===== config.mk =====
export PLATFORM = sky130hd
export DESIGN_NAME = infrared_dock_approach_fsm_core
export DESIGN_NICKNAME = d
export VERILOG_FILES = /design/src/rtl/core/idafsm_pkg.sv /design/src/rtl/core/infrared_dock_approach_fsm_core.sv
export SDC_FILE = /design/constraint.sdc
export NUM_CORES = 1
export LEC_CHECK = 0
export BUFFER_PORTS_ARGS = -buffer_cell sky130_fd_sc_hd__buf_4
export CAP_MARGIN = 20
export CELL_PAD_IN_SITES_DETAIL_PLACEMENT = 0
export CELL_PAD_IN_SITES_GLOBAL_PLACEMENT = 1
export CORE_MARGIN = 2
export CORE_UTILIZATION = 51
export CTS_BUF_LIST = sky130_fd_sc_hd__clkbuf_4 sky130_fd_sc_hd__clkbuf_8
export DETAILED_ROUTE_END_ITERATION = 16
export MAX_ROUTING_LAYER = met4
export PLACE_DENSITY = 0.95
export SYNTH_ARGS = -nofsm -noshare
export SYNTH_HDL_FRONTEND = slang
export SYNTH_SLANG_ARGS = --single-unit

===== constraint.sdc =====
create_clock -name clk -period 14.15 [get_ports clk]
set_input_delay 1.415 -clock clk [delete_from_list [all_inputs] [get_ports clk]]
set_output_delay 1.415 -clock clk [all_outputs]
set_load 0.01 [all_outputs]

===== src/rtl/core/idafsm_pkg.sv =====
`timescale 1ns / 1ps

package idafsm_pkg;

  // Receiver codes shared by all three infrared receivers.
  localparam logic [1:0] IR_NONE   = 2'd0;
  localparam logic [1:0] IR_LEFT   = 2'd1;
  localparam logic [1:0] IR_CENTER = 2'd2;
  localparam logic [1:0] IR_RIGHT  = 2'd3;

  // Input command codes.
  localparam logic CMD_TICK    = 1'b0;
  localparam logic CMD_RESTART = 1'b1;

  // Configuration register indexes.
  localparam logic [1:0] CFG_RESTART_TURN  = 2'd0;
  localparam logic [1:0] CFG_SPIN_LIMIT    = 2'd1;
  localparam logic [1:0] CFG_REVERSE_TICKS = 2'd2;

  localparam int CFG_DATA_W = 16;

  // Motion constants.
  localparam logic signed [11:0] TURN_SLOW  = 12'sd200;
  localparam logic signed [7:0]  BACK_SPEED = -8'sd100;

  // Register reset values.
  localparam logic signed [11:0] RESTART_TURN_RST  = 12'sd200;
  localparam logic [15:0]        SPIN_LIMIT_RST    = 16'd27166;
  localparam logic [7:0]         REVERSE_TICKS_RST = 8'd40;

  typedef enum logic [2:0] {
    PH_SCAN       = 3'd0,
    PH_FIND       = 3'd1,
    PH_GET        = 3'd2,
    PH_SCAN_ALIGN = 3'd3,
    PH_ALIGNED    = 3'd4,
    PH_DOCKING    = 3'd5,
    PH_DOCKED     = 3'd6
  } phase_t;

  typedef struct packed {
    logic               command;
    logic [1:0]         ir_left;
    logic [1:0]         ir_mid;
    logic [1:0]         ir_right;
    logic signed [15:0] yaw_step;
  } in_beat_t;

  typedef struct packed {
    logic [2:0]         phase;
    logic signed [7:0]  linear_speed;
    logic signed [11:0] turn_speed;
  } out_beat_t;

endpackage


===== src/rtl/core/infrared_dock_approach_fsm_core.sv =====
`timescale 1ns / 1ps
// An accepted beat is held in the input register, then in the result register.
// Throughput: one beat per cycle unless stalled; the input register feeds the
// docking FSM and the result register, and the state updates as a beat moves on.
// Reset (rst, synchronous, active high): phase returns to scan, rotation sum,
// side tally and reverse count clear, registers take their default values.
module infrared_dock_approach_fsm_core (
  input  logic                                 clk,
  input  logic                                 rst,
  input  logic                                 in_valid,
  output logic                                 in_ready,
  input  idafsm_pkg::in_beat_t                 in_data,
  output logic                                 out_valid,
  input  logic                                 out_ready,
  output idafsm_pkg::out_beat_t                out_data,
  input  logic                                 cfg_we,
  input  logic [1:0]                           cfg_index,
  input  logic [idafsm_pkg::CFG_DATA_W-1:0]    cfg_data
);
  import idafsm_pkg::*;

  // Configuration registers.
  logic signed [11:0] restart_turn_rate;
  logic [15:0]        spin_limit;
  logic [7:0]         reverse_ticks;

  // Input stage and its payload.
  logic     stage_valid;
  in_beat_t stage;
  logic     advance;

  // Controller state.
  phase_t             phase;
  phase_t             phase_next;
  logic signed [23:0] rotation_sum;
  logic signed [23:0] rotation_sum_next;
  logic signed [15:0] side_tally;
  logic signed [15:0] side_tally_next;
  logic [7:0]         reverse_count;
  logic [7:0]         reverse_count_next;

  // Shared arithmetic on the staged beat.
  logic signed [24:0] rot_wide;
  logic signed [23:0] rot_added;
  logic [24:0]        rot_mag;
  logic               full_turn;
  logic signed [15:0] tally_inc;
  logic signed [15:0] tally_dec;
  logic [7:0]         reverse_inc;

  logic signed [7:0]  lin_cmd;
  logic signed [11:0] turn_cmd;

  // Configuration writes are registered. Indexes beyond the list are dropped.
  always_ff @(posedge clk) begin
    if (rst) begin
      restart_turn_rate <= RESTART_TURN_RST;
      spin_limit        <= SPIN_LIMIT_RST;
      reverse_ticks     <= REVERSE_TICKS_RST;
    end else if (cfg_we) begin
      unique case (cfg_index)
        CFG_RESTART_TURN:  restart_turn_rate <= $signed(cfg_data[11:0]);
        CFG_SPIN_LIMIT:    spin_limit        <= cfg_data[15:0];
        CFG_REVERSE_TICKS: reverse_ticks     <= cfg_data[7:0];
        default: ;
      endcase
    end
  end

  // The staged beat moves into the result register whenever that register is
  // empty or being drained this cycle. The input side can therefore take a new
  // beat every cycle while the downstream keeps up, and holds one waiting beat
  // in the stage when it stalls.
  assign advance  = stage_valid && (!out_valid || out_ready);
  assign in_ready = !stage_valid || advance;

  always_ff @(posedge clk) begin
    if (rst) begin
      stage_valid <= 1'b0;
    end else if (in_ready) begin
      stage_valid <= in_valid;
    end
  end

  always_ff @(posedge clk) begin
    if (in_valid && in_ready) begin
      stage <= in_data;
    end
  end

  // Saturating yaw accumulation: widen by one bit, clamp on overflow.
  assign rot_wide = {rotation_sum[23], rotation_sum} + {{9{stage.yaw_step[15]}}, stage.yaw_step};

  always_comb begin
    if (rot_wide[24] != rot_wide[23]) begin
      rot_added = rot_wide[24] ? 24'sh800000 : 24'sh7FFFFF;
    end else begin
      rot_added = rot_wide[23:0];
    end
  end

  // A full turn is a magnitude strictly above the limit, tested after the add.
  assign rot_mag   = rot_added[23] ? (25'd0 - {rot_added[23], rot_added})
                                   : {1'b0, rot_added};
  assign full_turn = rot_mag > {9'd0, spin_limit};

  assign tally_inc   = (side_tally == 16'sh7FFF) ? side_tally : side_tally + 16'sd1;
  assign tally_dec   = (side_tally == 16'sh8000) ? side_tally : side_tally - 16'sd1;
  assign reverse_inc = (reverse_count == 8'hFF) ? reverse_count : reverse_count + 8'd1;

  // Next phase and state update.
  always_comb begin
    phase_next         = phase;
    rotation_sum_next  = rotation_sum;
    side_tally_next    = side_tally;
    reverse_count_next = reverse_count;
    if (stage.command == CMD_RESTART) begin
      phase_next         = PH_SCAN;
      rotation_sum_next  = '0;
      side_tally_next    = '0;
      reverse_count_next = '0;
    end else begin
      unique case (phase)
        PH_FIND: begin
          if (side_tally > 0) begin
            if (stage.ir_right == IR_RIGHT) phase_next = PH_GET;
          end else if (side_tally < 0) begin
            if (stage.ir_left == IR_LEFT) phase_next = PH_GET;
          end else if (stage.ir_mid == IR_CENTER) begin
            phase_next        = PH_ALIGNED;
            side_tally_next   = '0;
            rotation_sum_next = '0;
          end
        end
        PH_GET: begin
          if (side_tally > 0) begin
            if (stage.ir_right == IR_CENTER) begin
              phase_next        = PH_SCAN_ALIGN;
              side_tally_next   = '0;
              rotation_sum_next = '0;
            end
          end else if (side_tally < 0) begin
            if (stage.ir_left == IR_CENTER) begin
              phase_next        = PH_SCAN_ALIGN;
              side_tally_next   = '0;
              rotation_sum_next = '0;
            end
          end else begin
            phase_next = PH_SCAN;
          end
        end
        PH_SCAN_ALIGN: begin
          rotation_sum_next = rot_added;
          if (stage.ir_mid == IR_CENTER) begin
            phase_next        = PH_ALIGNED;
            side_tally_next   = '0;
            rotation_sum_next = '0;
          end else if (full_turn) begin
            phase_next        = PH_SCAN;
            rotation_sum_next = '0;
          end
        end
        PH_ALIGNED: begin
          if (stage.ir_mid == IR_CENTER) begin
            phase_next = PH_DOCKING;
          end else if (stage.ir_mid == IR_LEFT || stage.ir_mid == IR_RIGHT) begin
            phase_next = PH_SCAN;
          end
        end
        PH_DOCKING: begin
          if (reverse_count > reverse_ticks) begin
            phase_next         = PH_DOCKED;
            reverse_count_next = '0;
          end else if (stage.ir_mid == IR_CENTER) begin
            reverse_count_next = reverse_inc;
          end
        end
        PH_DOCKED: ;
        default: begin
          // Scan, and the unreachable eighth code, which behaves the same.
          phase_next        = PH_SCAN;
          rotation_sum_next = rot_added;
          if (stage.ir_mid == IR_CENTER) begin
            phase_next        = PH_ALIGNED;
            side_tally_next   = '0;
            rotation_sum_next = '0;
          end else if (stage.ir_mid == IR_LEFT || stage.ir_right == IR_LEFT) begin
            side_tally_next = tally_dec;
          end else if (stage.ir_mid == IR_RIGHT || stage.ir_left == IR_RIGHT) begin
            side_tally_next = tally_inc;
          end else if (full_turn) begin
            phase_next        = PH_FIND;
            rotation_sum_next = '0;
          end
        end
      endcase
    end
  end

  // Speed commands for the staged beat.
  always_comb begin
    lin_cmd  = '0;
    turn_cmd = '0;
    if (stage.command == CMD_RESTART) begin
      turn_cmd = restart_turn_rate;
    end else begin
      unique case (phase)
        PH_FIND: begin
          if (side_tally > 0) begin
            if (stage.ir_right != IR_RIGHT) turn_cmd = TURN_SLOW;
          end else if (side_tally < 0) begin
            if (stage.ir_left != IR_LEFT) turn_cmd = -TURN_SLOW;
          end else if (stage.ir_mid != IR_CENTER) begin
            turn_cmd = TURN_SLOW;
          end
        end
        PH_GET: begin
          if (side_tally > 0) begin
            if (stage.ir_right == IR_CENTER) turn_cmd = TURN_SLOW;
            else                             lin_cmd  = BACK_SPEED;
          end else if (side_tally < 0) begin
            if (stage.ir_left == IR_CENTER) turn_cmd = -TURN_SLOW;
            else                            lin_cmd  = BACK_SPEED;
          end
        end
        PH_SCAN_ALIGN: begin
          if (stage.ir_mid != IR_CENTER && !full_turn) turn_cmd = -TURN_SLOW;
        end
        PH_ALIGNED: ;
        PH_DOCKING: begin
          if (!(reverse_count > reverse_ticks) && stage.ir_mid == IR_CENTER) begin
            lin_cmd = BACK_SPEED;
          end
        end
        PH_DOCKED: ;
        default: begin
          // In scan every outcome but reaching the center beam keeps turning.
          if (stage.ir_mid != IR_CENTER) turn_cmd = TURN_SLOW;
        end
      endcase
    end
  end

  // Controller state commits only when its beat moves to the result register.
  always_ff @(posedge clk) begin
    if (rst) begin
      phase         <= PH_SCAN;
      rotation_sum  <= '0;
      side_tally    <= '0;
      reverse_count <= '0;
    end else if (advance) begin
      phase         <= phase_next;
      rotation_sum  <= rotation_sum_next;
      side_tally    <= side_tally_next;
      reverse_count <= reverse_count_next;
    end
  end

  // Result register.
  always_ff @(posedge clk) begin
    if (rst) begin
      out_valid <= 1'b0;
    end else if (advance) begin
      out_valid <= 1'b1;
    end else if (out_ready) begin
      out_valid <= 1'b0;
    end
  end

  always_ff @(posedge clk) begin
    if (advance) begin
      out_data.phase        <= phase_next;
      out_data.linear_speed <= lin_cmd;
      out_data.turn_speed   <= turn_cmd;
    end
  end

endmodule


==> run_results.csv, run 1 <==
group,metric,value,unit
status,status,"complete, no violations",
synth,synthArstFlopShare,0,
timing,tns,0,ns
timing,fmax,0.120,GHz
synth,ys_seq_elements,128,
timing,skew,0.0145,ns
floorplanning,rows,47,
global_route,grt_pass1_wl,37000,um
power_and_ir_drop,peakVddDrop,0.0665,mV
critical_path,cp-start-kind,"flip-flop",
global_route,grt_max_degree,67,
routing,vias,7956,
timing,slew_headroom,0.435,
clocking,post_cts_buffers,0,
timing,worst_slew_pin_slew,0.841,ns
routing,via_per_inst,5.96,
placement,preCtsSetupSlack,5.94,ns
synth,ys_warn_count,0,
routing,routedWlPerCell,16.8,um
global_route,antenna_found_initial,0,
timing,setup_slack,5.80,ns
floorplanning,die-area,0.0182,sq mm
synth,syn_avg_cell_area,8.26,sq um
synth,synth_ff_type,"dfxtp_1",
timing,setup_viol,0,
clocking,hold_buffers,0,
power_and_ir_drop,leakage,4.26,nW
flow_run,maxCapViolCount,0,
timing,period_minus_slack,8.35,ns
clocking,cts_buffers,17,
clocking,cts_resized,0,
floorplanning,core_area,0.0166,sq mm
placement,gp_congestion,0.925,
clocking,cts.path.max_buffers,2,
synth,ys_seq_area_frac,0.338,
critical_path,critPathArrivalTime,8.76,ns
synth,synth-edff-count,39,
power_and_ir_drop,power.density,103,mW/mm^2
global_route,overflow,0,
timing,fin_crit_sh,0.590,
final_layout,multiInputGateArea,0.00531,sq mm
floorplanning,die_w,135,um
synth,syn_inst,1058,
placement,io_buffers,66,
synth,synth_area,0.00874,sq mm
clocking,clk_pin_slew,0.09,ns
placement,hpwl,16600,um
critical_path,cp-end-kind,"flip-flop",
critical_path,worstPathRequired,14.56,ns
final_layout,fill_cells,1516,
clocking,cts_tree,"done",
synth,yosysUniqueCellTypes,79,
critical_path,worst-setup-path-type,"flip-flop to flip-flop",
global_route,grt_pass1_vias,7465,
clocking,cts-root-buf,"clkbuf_8",
final_layout,drive_above_1_share,0.117,
routing,first_pass_iters,5,
critical_path,cpMostUsedCell,"ha_1",
critical_path,ff2ff_path_depth,30,
final_layout,antenna-diode-count,0,
timing,finalHoldViolations,0,
timing,finalMaxSlewViolations,0,
final_layout,finalNetCount,1216,
global_route,track_usage,0.260,
floorplanning,dieHeight,135,um
floorplanning,io_pins,71,
routing,wl,22400,um
critical_path,cp_slowest_stage_delay,0.77,ns
clocking,cts_max_level,4,
worst_hold_path,hold_class,"flip-flop to flip-flop",
routing,ant_nets,0,
floorplanning,start_util,0.525,
critical_path,crit_slowest_cell,"o41ai_4",
routing,drt_iter0_markers,567,
timing,rsz0062_at_grt,"false",
worst_hold_path,hold-path-cell-count,2,
routing,drc,0,
final_layout,seq_area,0.00295,sq mm
clocking,worstSkewPairLatency,0.46,ns
final_layout,area_growth,12.2,%
clocking,cts_sinks,128,
critical_path,cp_max_fo,38,
-- synthesized netlist by cell type (all sizes together), types with 9 or more instances --
library cell	number	area share
a21o	24	0.021
buf	15	0.012
mux2i	14	0.016
xnor2	21	0.021
o21ai	64	0.038
a21oi	89	0.052
a22o	22	0.022
xor2	13	0.013
a211o	17	0.017
nand4	18	0.013
edfxtp	39	0.13
nand3	23	0.013
ha	66	0.095
nor2	104	0.045
nor2b	21	0.015
and2	12	0.0086
inv	62	0.027
nor4	9	0.0072
dfxtp	89	0.20
nand2	110	0.047
nand2b	13	0.0093
clkbuf	39	0.017
nor3	23	0.013
a31oi	14	0.012
-- state kept, by name, indices dropped and copies added, names as in the netlist --
name               count
restart_turn_rate     12
reverse_ticks          8
phase                  3
out_data              16
stage                 23
rotation_sum          24
side_tally            16
out_valid              1
stage_valid            1
reverse_count          8
spin_limit            16
-- per-stage QoR --
| step | power (mW) | instances | utilization | hold slack, ns | area (sq um) |
|---|---|---|---|---|---|
| CTS | 1.02 | 1334 | 0.587 | 0.454 | 9770 |
| global placement | 0.667 | 1302 | 0.561 | 0.438 | 9340 |
| finish | 1.01 | 1335 | 0.589 | 0.455 | 9800 |
| global route | 1.07 | 1335 | 0.589 | 0.474 | 9800 |
| floorplan | 0.598 | 1061 | - | 0.432 | 8750 |
| detailed placement | 0.671 | 1302 | 0.561 | 0.442 | 9340 |
-- kinds of logic (layout without fill, tap and decap cells) --
group,Yosys count,count (layout),synth area share
and+or+nand+nor,384,384,0.213
AOI/OAI and AO/OA,310,310,0.240
DFF,128,128,0.338
buffers and inverters,116,170,0.0553
adders and majority gates,68,68,0.0991
xor gates and xnor gates,34,34,0.0341
muxes,17,17,0.0199
other,1,4,0.000429
-- area by class of cell --
cell class / count / area share
multi-input cells: 817 / 0.542
flip-flops and latches: 128 / 0.301
repair buffers: 76 / 0.0603
well taps: 220 / 0.0281
clock buffers: 19 / 0.0267
inverters: 62 / 0.0237
clock inverters: 13 / 0.0179
-- where the power goes --
group	switching [mW]	internal, mW	total (mW)	leakage [nW]
combinational	0.163	0.103	0.265	2.95
sequential	0.00887	0.392	0.401	1.10
clock	0.160	0.187	0.347	0.220
-- path summary, 6_finish.rpt --
check	start	end	slack, ns
hold / removal	restart_turn_rate[2]	restart_turn_rate[2]	0.45
hold reg to reg	restart_turn_rate[2]	restart_turn_rate[2]	0.45
setup reg to reg	stage[1]	rotation_sum[4]	5.80
setup / recovery	stage[1]	rotation_sum[4]	5.80
-- worst max-delay path, delay by kind of cell (launching register included) --
kind / cells / cell delay [ns]
compound gates: 15 / 4.04
simple gates: 7 / 1.63
buf+inv: 3 / 1.00
fa+ha+maj: 3 / 0.93
flops: 1 / 0.40
xor+xnor: 2 / 0.25
-- routing by layer --
| metal | wire (um) | GRT usage |
|---|---|---|
| met5 | 0 | - |
| met1 | 9900 | 0.325 |
| met3 | 1080 | 0.0473 |
| met4 | 511 | 0.0865 |
| met2 | 10900 | 0.426 |
-- cell usage in the layout (no fill, tap or decap), types with 22 or more instances in the layout --
master | netlist | layout
edfxtp_1 | 39 | 39
a21o_1 | 24 | 24
buf_4 | 7 | 75
nand3_1 | 23 | 23
nand2_1 | 110 | 110
nor2_1 | 104 | 104
dfxtp_1 | 89 | 89
a22o_1 | 22 | 22
a21oi_1 | 87 | 87
nor3_1 | 23 | 23
inv_1 | 62 | 62
o21ai_0 | 50 | 50
ha_1 | 66 | 66
Note: power is estimated with default switching activity, not from simulation.
==> run 2: changes to the inputs <==
--- a/config.mk
+++ b/config.mk
@@ -10,11 +10,11 @@
 export CELL_PAD_IN_SITES_DETAIL_PLACEMENT = 0
 export CELL_PAD_IN_SITES_GLOBAL_PLACEMENT = 1
 export CORE_MARGIN = 2
-export CORE_UTILIZATION = 51
+export CORE_UTILIZATION = 47
 export CTS_BUF_LIST = sky130_fd_sc_hd__clkbuf_4 sky130_fd_sc_hd__clkbuf_8
 export DETAILED_ROUTE_END_ITERATION = 16
 export MAX_ROUTING_LAYER = met4
-export PLACE_DENSITY = 0.95
+export PLACE_DENSITY = 0.92
 export SYNTH_ARGS = -nofsm -noshare
 export SYNTH_HDL_FRONTEND = slang
 export SYNTH_SLANG_ARGS = --single-unit
==> constraint.sdc (replaced) <==
create_clock -name clk -period 8.3 [get_ports clk]
set_input_delay 0.83 -clock clk [delete_from_list [all_inputs] [get_ports clk]]
set_output_delay 0.83 -clock clk [all_outputs]
set_load 0.01 [all_outputs]
==> run_results.csv, run 2 (synthesis gave the netlist of run 1 again) <==
group,metric,value,unit
status,status,"complete, no violations",
routing,via_per_inst,5.83,
critical_path,cpMostUsedCell,"ha_1",
final_layout,multiInputGateArea,0.00532,sq mm
placement,io_buffers,66,
timing,finalHoldViolations,0,
floorplanning,start_util,0.483,
critical_path,cp_max_fo,23,
timing,setup_viol,0,
worst_hold_path,holdPathEnd,"restart_turn_rate[1]",
power_and_ir_drop,seq_power_share,0.410,
timing,skew,0.0146,ns
floorplanning,die_w,140,um
critical_path,cp-start-kind,"flip-flop",
power_and_ir_drop,power.density,172,mW/mm^2
floorplanning,die-area,0.0197,sq mm
final_layout,drive_above_1_share,0.118,
clocking,cts_max_level,4,
timing,setup_slack,0.615,ns
routing,first_pass_iters,7,
floorplanning,dieHeight,140,um
critical_path,worst-setup-path-type,"flip-flop to flip-flop",
worst_hold_path,hold-path-cell-count,2,
placement,gp_congestion,0.863,
clocking,cts-root-buf,"clkbuf_8",
power_and_ir_drop,peakVddDrop,0.107,mV
routing,routedWlPerCell,16.8,um
floorplanning,core_area,0.0181,sq mm
placement,preCtsSetupSlack,0.636,ns
power_and_ir_drop,switching_share,0.344,
timing,finalMaxSlewViolations,0,
critical_path,ff2ff_path_depth,30,
global_route,grt_max_degree,67,
routing,ant_nets,0,
critical_path,rrSetupSlack,0.62,ns
final_layout,fill_cells,1717,
power_and_ir_drop,clock_power_share,0.323,
global_route,track_usage,0.240,
critical_path,worstPathRequired,8.69,ns
clocking,cts_tree,"done",
critical_path,crit_start,"stage[1]",
global_route,grt_pass1_wl,37000,um
power_and_ir_drop,power_frac_comb,0.267,
routing,drc,0,
routing,drt_iter0_markers,619,
final_layout,seq_area,0.00295,sq mm
critical_path,rr_endpoint,"rotation_sum[4]",
final_layout,layout_common_cells,"110 x nand2_1, 103 x nor2_1, 89 x dfxtp_1",
global_route,grt_pass1_vias,7447,
timing,rsz0062_at_grt,"false",
clocking,cts_sinks,128,
power_and_ir_drop,switching_power,0.577,mW
final_layout,final_common_cell,"nand2_1",
worst_hold_path,min_from,"restart_turn_rate[1]",
final_layout,top_register,"rotation_sum",
clocking,cts.path.max_buffers,2,
clocking,clk_pin_slew,0.09,ns
critical_path,cp_slowest_stage_delay,0.44,ns
clocking,cts_buffers,17,
flow_run,maxCapViolCount,0,
timing,tns,0,ns
critical_path,critPathArrivalTime,8.08,ns
routing,vias,7830,
floorplanning,rows,49,
power_and_ir_drop,power.internal,1.10,mW
timing,fmax,0.130,GHz
timing,hold_slack,0.454,ns
worst_hold_path,hold_class,"flip-flop to flip-flop",
routing,wl,22500,um
critical_path,crit_slowest_cell,"a2111o_1",
placement,hpwl,16900,um
critical_path,cp-end-kind,"flip-flop",
timing,fin_crit_sh,0.926,
timing,period_minus_slack,7.68,ns
final_layout,largest_reg_flops,24,
final_layout,largestRegisters,"rotation_sum x24, stage x23",
timing,worst_slew_pin_slew,0.909,ns
critical_path,r2r-start,"stage[1]",
global_route,overflow,0,
global_route,antenna_found_initial,0,
timing,slew_headroom,0.393,
clocking,post_cts_buffers,0,
floorplanning,io_pins,71,
clocking,worstSkewPairLatency,0.45,ns
final_layout,finalNetCount,1216,
final_layout,area_growth,11.8,%
final_layout,antenna-diode-count,0,
power_and_ir_drop,leakage,4.25,nW
-- run 2: cell count changes in the layout (fill, tap and decap cells not counted), sizes merged --
cell,before,now
inv,67,71
bufinv,3,1
clkbuf,19,18
clkinv,4,3
-- run 2: worst max-delay path: cells and delay by family (launching register included) --
kind                     cells  cell delay, ns
AND/OR/NAND/NOR              7            1.64
flip-flops                   1            0.40
buffers and inverters        3            0.75
XOR/XNOR                     2            0.26
adder cells (fa/ha/maj)      3            0.95
AO/OA/AOI/OAI               15            3.61
-- run 2: area by class of cell --
| cell class | count | share of cell area |
|---|---|---|
| clock buffer | 18 | 0.0254 |
| clock inverter | 14 | 0.0149 |
| inverter | 62 | 0.0238 |
| multi-input combinational | 817 | 0.544 |
| sequential | 128 | 0.302 |
| tap | 229 | 0.0293 |
| timing repair buffer | 76 | 0.0604 |
-- run 2: how the worst max path moves through the flow --
stage / endpoint / slack (ns)
finish: rotation_sum[4] / 0.62
global route: rotation_sum[4] / 0.03
CTS: rotation_sum[4] / 0.58
detailed placement: rotation_sum[4] / 0.64
global placement: rotation_sum[4] / 0.82
floorplan: rotation_sum[2] / 1.40
-- run 2: power groups by stage --
stage,combinational [mW],sequential (mW),clock [mW]
floorplan,0.325,0.695,0
global placement,0.438,0.700,0
detailed placement,0.441,0.701,0
CTS,0.443,0.687,0.555
global route,0.503,0.690,0.584
finish,0.448,0.687,0.542
-- run 2: what timing repair did --
| action | in CTS | in global routing |
|---|---|---|
| hold endpoints to repair | 0 | 0 |
| gates resized for setup | 0 | 1 |
| endpoints found under the setup margin | 0 | 29 |
| hold buffers | 0 | 0 |
-- run 2: routing by layer --
| metal | share of wire | global-route usage |
|---|---|---|
| met5 | 0 | - |
| met4 | 0.024 | 0.0813 |
| met1 | 0.44 | 0.300 |
| met2 | 0.49 | 0.391 |
| met3 | 0.051 | 0.0444 |
-- run 2: per-stage QoR --
stage	total power, mW	instance area [sq um]	std cells	util
6_report	1.68	9770	1344	0.540
5_1_grt	1.78	9770	1344	0.540
4_1_cts	1.69	9740	1343	0.539
3_5_place_dp	1.14	9350	1311	0.517
3_3_place_gp	1.14	9350	1311	0.517
2_1_floorplan	1.02	8750	1061	-
==> run 3: changes to the inputs <==
--- a/config.mk
+++ b/config.mk
@@ -15,6 +15,7 @@
 export DETAILED_ROUTE_END_ITERATION = 16
 export MAX_ROUTING_LAYER = met4
 export PLACE_DENSITY = 0.92
+export REMOVE_ABC_BUFFERS = 1
 export SYNTH_ARGS = -nofsm -noshare
 export SYNTH_HDL_FRONTEND = slang
 export SYNTH_SLANG_ARGS = --single-unit
==> run_results.csv, run 3 (synthesis gave the netlist of run 1 again) <==
group,metric,value,unit
critical_path,crit_slowest_cell,"a2111o_1",
final_layout,multiInputGateArea,0.00531,sq mm
timing,finalHoldViolations,0,
clocking,cts_sinks,128,
floorplanning,die-area,0.0197,sq mm
critical_path,cp_slowest_stage_delay,0.44,ns
placement,hpwl,16400,um
timing,setup_slack,0.717,ns
clocking,cts_tree,"done",
placement,preCtsSetupSlack,0.784,ns
timing,slew_headroom,0.368,
power_and_ir_drop,power.density,168,mW/mm^2
floorplanning,die_w,140,um
timing,setup_viol,0,
timing,fmax,0.132,GHz
status,status,"complete, no violations",
worst_hold_path,hold_class,"flip-flop to flip-flop",
final_layout,layout_common_cells,"110 x nand2_1, 104 x nor2_1, 89 x dfxtp_1",
floorplanning,io_pins,71,
power_and_ir_drop,leakage,4.23,nW
floorplanning,rows,49,
routing,via_per_inst,5.82,
global_route,grt_max_degree,67,
timing,worst_slew_pin_slew,0.948,ns
power_and_ir_drop,total_power,1.64,mW
timing,hold_slack,0.455,ns
clocking,clk_pin_slew,0.08,ns
routing,wl,22200,um
routing,routedWlPerCell,16.5,um
final_layout,antenna-diode-count,0,
clocking,cts_resized,0,
global_route,grt_pass1_vias,7464,
routing,first_pass_iters,5,
routing,drt_iter0_markers,487,
timing,fin_crit_sh,0.914,
final_layout,final_common_cell,"nand2_1",
critical_path,cp-end-kind,"flip-flop",
global_route,grt_pass1_wl,36700,um
critical_path,cp-start-kind,"flip-flop",
critical_path,critPathArrivalTime,7.99,ns
timing,period_minus_slack,7.58,ns
floorplanning,start_util,0.483,
placement,placed_cells_incl_taps,1312,
final_layout,largest_reg_flops,24,
floorplanning,core_area,0.0181,sq mm
final_layout,area_growth,11.5,%
final_layout,fin_cells,1345,
clocking,cts_max_level,4,
final_layout,seq_area,0.00295,sq mm
flow_run,maxCapViolCount,0,
power_and_ir_drop,peakVddDrop,0.126,mV
routing,ant_nets,0,
routing,vias,7826,
global_route,overflow,0,
timing,finalMaxSlewViolations,0,
final_layout,fill_cells,1683,
global_route,track_usage,0.236,
clocking,cts-root-buf,"clkbuf_8",
timing,rsz0062_at_grt,"false",
final_layout,drive_above_1_share,0.118,
floorplanning,dieHeight,140,um
critical_path,cp_max_fo,23,
clocking,post_cts_buffers,0,
global_route,antenna_found_initial,0,
clocking,worstSkewPairLatency,0.47,ns
final_layout,largestRegisters,"rotation_sum x24, stage x23",
clocking,hold_buffers,0,
routing,drc,0,
timing,skew,0.0218,ns
critical_path,worstPathRequired,8.71,ns
critical_path,worst-setup-path-type,"flip-flop to flip-flop",
timing,tns,0,ns
clocking,cts.path.max_buffers,2,
clocking,cts_buffers,17,
final_layout,top_register,"rotation_sum",
final_layout,finalNetCount,1217,
placement,io_buffers,66,
placement,gp_congestion,0.890,
[run 3: metrics by stage]
step	utilization	instance area (sq um)
after floorplan	-	8500
after global placement	0.517	9360
after detailed placement	0.517	9360
after CTS	0.537	9720
after global routing	0.539	9750
final	0.539	9750
[run 3: metal layers]
metal,GRT usage,wire [um]
met5,-,0
met4,0.0686,406
met3,0.0475,861
met2,0.389,10800
met1,0.295,10100
[run 3: final timing paths]
kind / depth (start not counted) / to / start / slack (ns)
worst max-delay path: 35 / rotation_sum[4] / stage[1] / 0.72
worst min-delay path: 2 / spin_limit[6] / spin_limit[6] / 0.45
worst max register to register: 35 / rotation_sum[4] / stage[1] / 0.72
worst min register to register: 2 / spin_limit[6] / spin_limit[6] / 0.45
[run 3: area by class of cell]
class                           count  share of cell area
Inverter                           62              0.0239
Sequential cell                   128               0.303
Clock buffer                       24              0.0313
Multi-Input combinational cell    817               0.545
Clock inverter                      8             0.00591
Tap cell                          229              0.0294
Timing Repair Buffer               77              0.0614
[run 3: where the power goes]
group / internal, mW / total, mW / switching (mW)
sequential: 0.669 / 0.687 / 0.0178
clock: 0.244 / 0.502 / 0.258
combinational: 0.177 / 0.448 / 0.271
[run 3: worst max-delay path, delay by kind of cell, from the launching register on]
kind / cells / cell delay, ns
compound gates: 17 / 3.53
xor+xnor: 1 / 0.15
fa+ha+maj: 4 / 1.19
buf+inv: 2 / 0.41
flops: 1 / 0.39
simple gates: 11 / 1.88
